`config.mk`:
```
export PLATFORM = sky130hd
export DESIGN_NAME = hsv_color_threshold_top
export DESIGN_NICKNAME = d
export VERILOG_FILES = /design/src/hdl/hct_pkg.sv /design/src/hdl/hsv_color_threshold_top.sv /design/src/hdl/hct_prep.sv /design/src/hdl/hct_div_stage.sv /design/src/hdl/hct_classify.sv
export SDC_FILE = /design/constraint.sdc
export NUM_CORES = 2
export LEC_CHECK = 0
export BUFFER_PORTS_ARGS = -buffer_cell sky130_fd_sc_hd__buf_2
export CORE_ASPECT_RATIO = 0.5
export CORE_UTILIZATION = 45
export DETAILED_ROUTE_END_ITERATION = 10
export SYNTH_ARGS = -nofsm -noshare
export SYNTH_HDL_FRONTEND = slang
export SYNTH_SLANG_ARGS = --single-unit
```
`constraint.sdc`:
```
create_clock -name clk -period 29.4 [get_ports clk]
set_input_delay 8.82 -clock clk [delete_from_list [all_inputs] [get_ports clk]]
set_output_delay 8.82 -clock clk [all_outputs]
set_load 0.05 [all_outputs]
```
`src/hdl/hct_pkg.sv`:
```
package hct_pkg;

  localparam int ChW    = 8;
  localparam int QW     = 16;
  localparam int RemW   = 11;
  localparam int Steps  = 4;
  localparam int DivStg = QW / Steps;

  localparam logic [2:0] RegRedHueBelow = 3'd0;
  localparam logic [2:0] RegRedHueAbove = 3'd1;
  localparam logic [2:0] RegRedSatMin   = 3'd2;
  localparam logic [2:0] RegRedValMin   = 3'd3;
  localparam logic [2:0] RegBlueHueMin  = 3'd4;
  localparam logic [2:0] RegBlueHueMax  = 3'd5;
  localparam logic [2:0] RegBlueSatMin  = 3'd6;
  localparam logic [2:0] RegBlueValMin  = 3'd7;

  typedef struct packed {
    logic [ChW-1:0] mx;
    logic           undef;
    logic           sat_full;
    logic           hue_zero;
  } side_t;

  typedef struct packed {
    logic [15:0] red_hue_below;
    logic [15:0] red_hue_above;
    logic [15:0] red_sat_min;
    logic [7:0]  red_val_min;
    logic [15:0] blue_hue_min;
    logic [15:0] blue_hue_max;
    logic [15:0] blue_sat_min;
    logic [7:0]  blue_val_min;
  } cfg_t;

endpackage

```
`src/hdl/hsv_color_threshold_top.sv`:
```
// hsv_color_threshold_top: per-pixel bgr to hsv conversion with red and blue masks.
// input channel in_valid/in_ready carries one pixel item (blue, green, red bytes).
// output channel out_valid/out_ready carries hue, saturation, brightness,
// hue_undefined and the red and blue mask bits for that pixel.
// thresholds are written through cfg_we/cfg_addr/cfg_wdata; the user must write them
// only while idle; the block itself does not enforce it. one stage finds max, min
// and the hue numerator, four stages run the two restoring dividers at four
// quotient bits each, and one stage applies the thresholds into the output register.
// throughput is one item per cycle unless the output stalls; pixels are independent.
// when out_ready is low with a result waiting, the whole pipeline holds and
// in_ready drops; nothing is lost or repeated.
// reset clears all valid bits and loads the default thresholds.
module hsv_color_threshold_top (
  input  logic        clk,
  input  logic        rst_n,
  input  logic        in_valid,
  output logic        in_ready,
  input  logic [7:0]  in_blue,
  input  logic [7:0]  in_green,
  input  logic [7:0]  in_red,
  output logic        out_valid,
  input  logic        out_ready,
  output logic [15:0] out_hue,
  output logic [15:0] out_saturation,
  output logic [7:0]  out_brightness,
  output logic        out_hue_undefined,
  output logic        out_red_mask,
  output logic        out_blue_mask,
  input  logic        cfg_we,
  input  logic [2:0]  cfg_addr,
  input  logic [15:0] cfg_wdata
);
  import hct_pkg::*;

  cfg_t            cfg_r;
  logic            en;
  logic            v_r   [DivStg+1];
  side_t           side_r[DivStg+1];
  logic [RemW-1:0] h_rem [DivStg+1];
  logic [RemW-1:0] h_div [DivStg+1];
  logic [QW-1:0]   h_quo [DivStg+1];
  logic [RemW-1:0] s_rem [DivStg+1];
  logic [RemW-1:0] s_div [DivStg+1];
  logic [QW-1:0]   s_quo [DivStg+1];

  assign en       = !out_valid || out_ready;
  assign in_ready = en;

  always_ff @(posedge clk) begin
    if (!rst_n) begin
      cfg_r.red_hue_below <= 16'd3277;
      cfg_r.red_hue_above <= 16'd62259;
      cfg_r.red_sat_min   <= 16'd26214;
      cfg_r.red_val_min   <= 8'd38;
      cfg_r.blue_hue_min  <= 16'd10923;
      cfg_r.blue_hue_max  <= 16'd45875;
      cfg_r.blue_sat_min  <= 16'd26214;
      cfg_r.blue_val_min  <= 8'd110;
    end else if (cfg_we) begin
      case (cfg_addr)
        RegRedHueBelow: cfg_r.red_hue_below <= cfg_wdata;
        RegRedHueAbove: cfg_r.red_hue_above <= cfg_wdata;
        RegRedSatMin:   cfg_r.red_sat_min   <= cfg_wdata;
        RegRedValMin:   cfg_r.red_val_min   <= cfg_wdata[7:0];
        RegBlueHueMin:  cfg_r.blue_hue_min  <= cfg_wdata;
        RegBlueHueMax:  cfg_r.blue_hue_max  <= cfg_wdata;
        RegBlueSatMin:  cfg_r.blue_sat_min  <= cfg_wdata;
        RegBlueValMin:  cfg_r.blue_val_min  <= cfg_wdata[7:0];
        default: ;
      endcase
    end
  end

  hct_prep u_prep (
    .clk       (clk),
    .rst_n     (rst_n),
    .en        (en),
    .in_valid  (in_valid),
    .in_blue   (in_blue),
    .in_green  (in_green),
    .in_red    (in_red),
    .valid_r   (v_r[0]),
    .side_r    (side_r[0]),
    .hue_rem_r (h_rem[0]),
    .hue_div_r (h_div[0]),
    .sat_rem_r (s_rem[0]),
    .sat_div_r (s_div[0])
  );

  assign h_quo[0] = '0;
  assign s_quo[0] = '0;

  for (genvar k = 0; k < DivStg; k++) begin : g_div
    hct_div_stage u_hdiv (
      .clk    (clk),
      .en     (en),
      .rem_in (h_rem[k]),
      .div_in (h_div[k]),
      .quo_in (h_quo[k]),
      .rem_r  (h_rem[k+1]),
      .div_r  (h_div[k+1]),
      .quo_r  (h_quo[k+1])
    );
    hct_div_stage u_sdiv (
      .clk    (clk),
      .en     (en),
      .rem_in (s_rem[k]),
      .div_in (s_div[k]),
      .quo_in (s_quo[k]),
      .rem_r  (s_rem[k+1]),
      .div_r  (s_div[k+1]),
      .quo_r  (s_quo[k+1])
    );

    always_ff @(posedge clk) begin
      if (!rst_n) begin
        v_r[k+1] <= 1'b0;
      end else if (en) begin
        v_r[k+1] <= v_r[k];
      end
    end

    always_ff @(posedge clk) begin
      if (en) begin
        side_r[k+1] <= side_r[k];
      end
    end
  end

  hct_classify u_cls (
    .clk      (clk),
    .rst_n    (rst_n),
    .en       (en),
    .in_valid (v_r[DivStg]),
    .side     (side_r[DivStg]),
    .hue_q    (h_quo[DivStg]),
    .sat_q    (s_quo[DivStg]),
    .cfg      (cfg_r),
    .valid_r  (out_valid),
    .hue_r    (out_hue),
    .sat_r    (out_saturation),
    .val_r    (out_brightness),
    .undef_r  (out_hue_undefined),
    .red_r    (out_red_mask),
    .blue_r   (out_blue_mask)
  );

endmodule

```
`src/hdl/hct_prep.sv`:
```
module hct_prep (
  input  logic                         clk,
  input  logic                         rst_n,
  input  logic                         en,
  input  logic                         in_valid,
  input  logic [hct_pkg::ChW-1:0]      in_blue,
  input  logic [hct_pkg::ChW-1:0]      in_green,
  input  logic [hct_pkg::ChW-1:0]      in_red,
  output logic                         valid_r,
  output hct_pkg::side_t               side_r,
  output logic [hct_pkg::RemW-1:0]     hue_rem_r,
  output logic [hct_pkg::RemW-1:0]     hue_div_r,
  output logic [hct_pkg::RemW-1:0]     sat_rem_r,
  output logic [hct_pkg::RemW-1:0]     sat_div_r
);
  import hct_pkg::*;

  logic [ChW-1:0]  mx, mn, d;
  logic [RemW-1:0] d_w, d6, n;

  always_comb begin
    mx = in_red;
    if (in_green > mx) mx = in_green;
    if (in_blue > mx) mx = in_blue;
    mn = in_red;
    if (in_green < mn) mn = in_green;
    if (in_blue < mn) mn = in_blue;
    d   = mx - mn;
    d_w = {{(RemW-ChW){1'b0}}, d};
    d6  = (d_w << 2) + (d_w << 1);
    if (in_red == mx) begin
      if (in_green >= in_blue) begin
        n = {{(RemW-ChW){1'b0}}, in_green - in_blue};
      end else begin
        n = d6 - {{(RemW-ChW){1'b0}}, in_blue - in_green};
      end
    end else if (in_green == mx) begin
      n = (d_w << 1) + {{(RemW-ChW){1'b0}}, in_blue} - {{(RemW-ChW){1'b0}}, in_red};
    end else begin
      n = (d_w << 2) + {{(RemW-ChW){1'b0}}, in_red} - {{(RemW-ChW){1'b0}}, in_green};
    end
  end

  always_ff @(posedge clk) begin
    if (!rst_n) begin
      valid_r <= 1'b0;
    end else if (en) begin
      valid_r <= in_valid;
    end
  end

  always_ff @(posedge clk) begin
    if (en) begin
      side_r.mx       <= mx;
      side_r.undef    <= (mx == '0);
      side_r.sat_full <= (d == mx);
      side_r.hue_zero <= (d == '0);
      hue_rem_r       <= n;
      hue_div_r       <= d6;
      sat_rem_r       <= d_w;
      sat_div_r       <= {{(RemW-ChW){1'b0}}, mx};
    end
  end

endmodule

```
`src/hdl/hct_div_stage.sv`:
```
module hct_div_stage (
  input  logic                      clk,
  input  logic                      en,
  input  logic [hct_pkg::RemW-1:0]  rem_in,
  input  logic [hct_pkg::RemW-1:0]  div_in,
  input  logic [hct_pkg::QW-1:0]    quo_in,
  output logic [hct_pkg::RemW-1:0]  rem_r,
  output logic [hct_pkg::RemW-1:0]  div_r,
  output logic [hct_pkg::QW-1:0]    quo_r
);
  import hct_pkg::*;

  logic [RemW-1:0] rem_nxt;
  logic [QW-1:0]   quo_nxt;
  logic [RemW:0]   t;

  // restoring division, Steps quotient bits per stage
  always_comb begin
    rem_nxt = rem_in;
    quo_nxt = quo_in;
    t       = '0;
    for (int i = 0; i < Steps; i++) begin
      t = {rem_nxt, 1'b0};
      if (t >= {1'b0, div_in}) begin
        t       = t - {1'b0, div_in};
        quo_nxt = {quo_nxt[QW-2:0], 1'b1};
      end else begin
        quo_nxt = {quo_nxt[QW-2:0], 1'b0};
      end
      rem_nxt = t[RemW-1:0];
    end
  end

  always_ff @(posedge clk) begin
    if (en) begin
      rem_r <= rem_nxt;
      div_r <= div_in;
      quo_r <= quo_nxt;
    end
  end

endmodule

```
`src/hdl/hct_classify.sv`:
```
module hct_classify (
  input  logic                      clk,
  input  logic                      rst_n,
  input  logic                      en,
  input  logic                      in_valid,
  input  hct_pkg::side_t            side,
  input  logic [hct_pkg::QW-1:0]    hue_q,
  input  logic [hct_pkg::QW-1:0]    sat_q,
  input  hct_pkg::cfg_t             cfg,
  output logic                      valid_r,
  output logic [15:0]               hue_r,
  output logic [15:0]               sat_r,
  output logic [7:0]                val_r,
  output logic                      undef_r,
  output logic                      red_r,
  output logic                      blue_r
);
  import hct_pkg::*;

  logic [15:0] hue, sat;
  logic        redm, bluem;

  always_comb begin
    hue = (side.undef || side.hue_zero) ? '0 : hue_q;
    if (side.undef) begin
      sat = '0;
    end else if (side.sat_full) begin
      sat = '1;
    end else begin
      sat = sat_q;
    end
    redm  = !side.undef && (hue < cfg.red_hue_below || hue > cfg.red_hue_above) &&
            sat > cfg.red_sat_min && side.mx > cfg.red_val_min;
    bluem = !side.undef && hue > cfg.blue_hue_min && hue < cfg.blue_hue_max &&
            sat > cfg.blue_sat_min && side.mx > cfg.blue_val_min;
  end

  always_ff @(posedge clk) begin
    if (!rst_n) begin
      valid_r <= 1'b0;
    end else if (en) begin
      valid_r <= in_valid;
    end
  end

  always_ff @(posedge clk) begin
    if (en) begin
      hue_r   <= hue;
      sat_r   <= sat;
      val_r   <= side.mx;
      undef_r <= side.undef;
      red_r   <= redm;
      blue_r  <= bluem;
    end
  end

endmodule

```
==> flow_summary.json <==
{
  "dr.pass1.iters": 8,
  "grt_antenna_before_repair": 3,
  "synth_flop_cell": "edfxtp_1",
  "rsz0062_at_grt": "no",
  "dp_hpwl_mm": 68.0,
  "cts_setup_buffers": 0,
  "clkLatencyLatePin_ns": 0.59,
  "reg2reg_to": "g_div[0].u_hdiv.rem_r[4]",
  "first_global_vias": 26830,
  "final_nets": 4461,
  "cts_root_buf": "clkbuf_16",
  "skew_ns": 0.0155,
  "htreeDepth": 2,
  "status": "finished with violations",
  "worstReg2RegStart": "u_prep.hue_div_r[2]",
  "die_area_um2": 79100,
  "initial_core_util": 0.461,
  "netlist_area_um2": 35100,
  "setup_viol": 0,
  "yosysWarnings": 0,
  "whs_ns": 0.413,
  "synth_commonest_cells": "ha_1 (468), inv_1 (399), nand2_1 (362), edfxtp_1 (299), nor2_1 (264)",
  "num-fill-cells": 7062,
  "fp.dieH_um": 199,
  "cts_sinks": 417,
  "fin_crit_ns": 18.76,
  "io_buffers": 92,
  "hp-class": "register to register",
  "rows": 71,
  "hold_viol": 0,
  "cts_buffers": 44,
  "yosys.cell_types.count": 109,
  "ant_nets": 0,
  "cts_hold_buf": 0,
  "grtUsageTotal": 0.222,
  "die_w_um": 397,
  "clock_path_buffers": 3,
  "synth_most_common_cell": "ha_1",
  "endpoint_kind": "primary output",
  "critPathArrivalTime_ns": 9.94,
  "synth-seq-cells": 417,
  "synth_top_cell_area_share": 0.256,
  "grt_max_degree": 119,
  "final.setup.tns_ns": 0,
  "hp-start": "g_div[1].u_hdiv.quo_r[1]",
  "syn2layout_area_growth_pct": 8.46,
  "max_slew_margin": 0.194,
  "critPathKind": "input pin to primary output",
  "diodes": 0,
  "worstPathMaxFanout": 45,
  "whs_endpoint": "g_div[2].u_hdiv.quo_r[5]",
  "crit_start": "out_ready",
  "core_area_um2": 76100,
  "async_flop_share": 0,
  "wire_per_inst_um": 17.6,
  "place_congestion": 0.934,
  "clkTransAtPathRegs_ns": 0.07,
  "critPathLaunchType": "input pin",
  "synthTopCellsByArea": "edfxtp_1 (26%), ha_1 (17%), dfxtp_1 (6.7%), inv_1 (4.3%), xnor2_1 (4.0%)",
  "cts_tree": "yes",
  "drc": 7,
  "synth.avg_cell_area_um2": 9.10,
  "overflow": 0,
  "fmax_ghz": 0.0533,
  "yosys.area.top_type": "edfxtp_1",
  "syn-instance-count": 3856,
  "layout-drive-gt1-share": 0.0897,
  "ys_seq_area_frac": 0.323,
  "ios": 93,
  "synth_edf_count": 299,
  "reg2regPathDepth": 54,
  "worst_slew_pin_slew_ns": 1.21,
  "viasPerCell": 5.52,
  "grt_pass1_wl_mm": 141,
  "maxCapViolCount": 0,
  "num_vias": 27495,
  "syn_nets": 4395,
  "min_period_over_period": 0.638,
  "cp.required_ns": 20.58,
  "holdPathStages": 0,
  "rrSetupSlack_ns": 15.78,
  "wirelength_mm": 87.5,
  "violations": "design-rule violations",
  "drt_first_iter_violations": 1715,
  "slew_viol_final": 0,
  "post_cts_resized": 0
}
sequential cells by signal (all words and copies together), names as in the netlist, 4 cells and up:
| register | cells |
|---|---|
| g_div.u_hdiv.rem_r | 30 |
| g_div.u_sdiv.div_r | 24 |
| u_cls.val_r | 8 |
| g_div.u_sdiv.rem_r | 33 |
| u_prep.hue_rem_r | 11 |
| u_prep.sat_rem_r | 8 |
| cfg_r | 112 |
| g_div.u_hdiv.quo_r | 40 |
| side_r | 20 |
| u_prep.hue_div_r | 9 |
| v_r | 4 |
| g_div.u_hdiv.div_r | 30 |
| u_prep.side_r | 11 |
| u_cls.sat_r | 16 |
| u_cls.hue_r | 16 |
| g_div.u_sdiv.quo_r | 40 |
worst max-delay path: stages:
cell and delay (ns):
buf_2 0.08, nand2b_4 0.51, buf_2 0.45
stage by stage:
stage | setup slack, ns | util | area (µm²) | std cells
after global placement | 10.62 | 0.481 | 36600 | 4898
after global routing | 10.57 | 0.500 | 38100 | 4980
after floorplan | 2.98 | - | 35100 | 3856
after CTS | 10.61 | 0.500 | 38100 | 4980
final | 10.64 | 0.500 | 38100 | 4980
after detailed placement | 10.61 | 0.481 | 36600 | 4898
cells in the final DEF, fill, tap and decap left out, types with 66 or more instances in the layout:
master,netlist,layout
xor2_1,72,72
nor2_1,264,264
mux2_2,82,82
a21o_1,141,141
nand2b_1,81,80
dfxtp_1,118,118
xnor2_1,159,159
buf_2,10,92
ha_1,468,468
inv_1,399,399
nand2_1,362,362
a21oi_1,222,222
a21boi_0,79,79
o21ai_0,204,204
nor2b_1,66,66
edfxtp_1,299,299
how the worst max path moves through the flow:
| stage | to | slack [ns] | depth (start not counted) |
|---|---|---|---|
| 2_1_floorplan | in_ready | 2.98 | 2 |
| 3_3_place_gp | in_ready | 10.62 | 3 |
| 3_5_place_dp | in_ready | 10.61 | 3 |
| 4_1_cts | in_ready | 10.61 | 3 |
| 5_1_grt | in_ready | 10.57 | 3 |
| 6_report | in_ready | 10.64 | 3 |
kinds of logic after synthesis:
kind of cell / count (synthesis) / synth area share
XOR/XNOR: 235 / 0.0600
adder cells (fa/ha/maj): 491 / 0.180
multiplexers: 127 / 0.0409
AND/OR/NAND/NOR: 1078 / 0.148
buffers and inverters: 503 / 0.0560
AO/OA/AOI/OAI: 1005 / 0.191
flip-flops: 417 / 0.323
per-layer routing:
metal	vias to the layer above	part of all wire	global-route usage
met3	98	0.042	0.0249
met4	2	0.017	0.0466
met5	-	0.00015	0
met1	13015	0.49	0.305
met2	503	0.46	0.377
li1	13877	-	-
layout make-up:
type,instances,area (µm²),share of cell area
clock inverter,33,297,0.00779
sequential,417,11300,0.298
multi-input combinational,2936,21800,0.573
inverter,406,1530,0.0402
tap,1022,1280,0.0336
timing repair buffer,117,648,0.0170
clock buffer,49,1160,0.0305
Power is not shown: default switching activity piles up to over one toggle a cycle in this logic, so the estimate is an artifact.
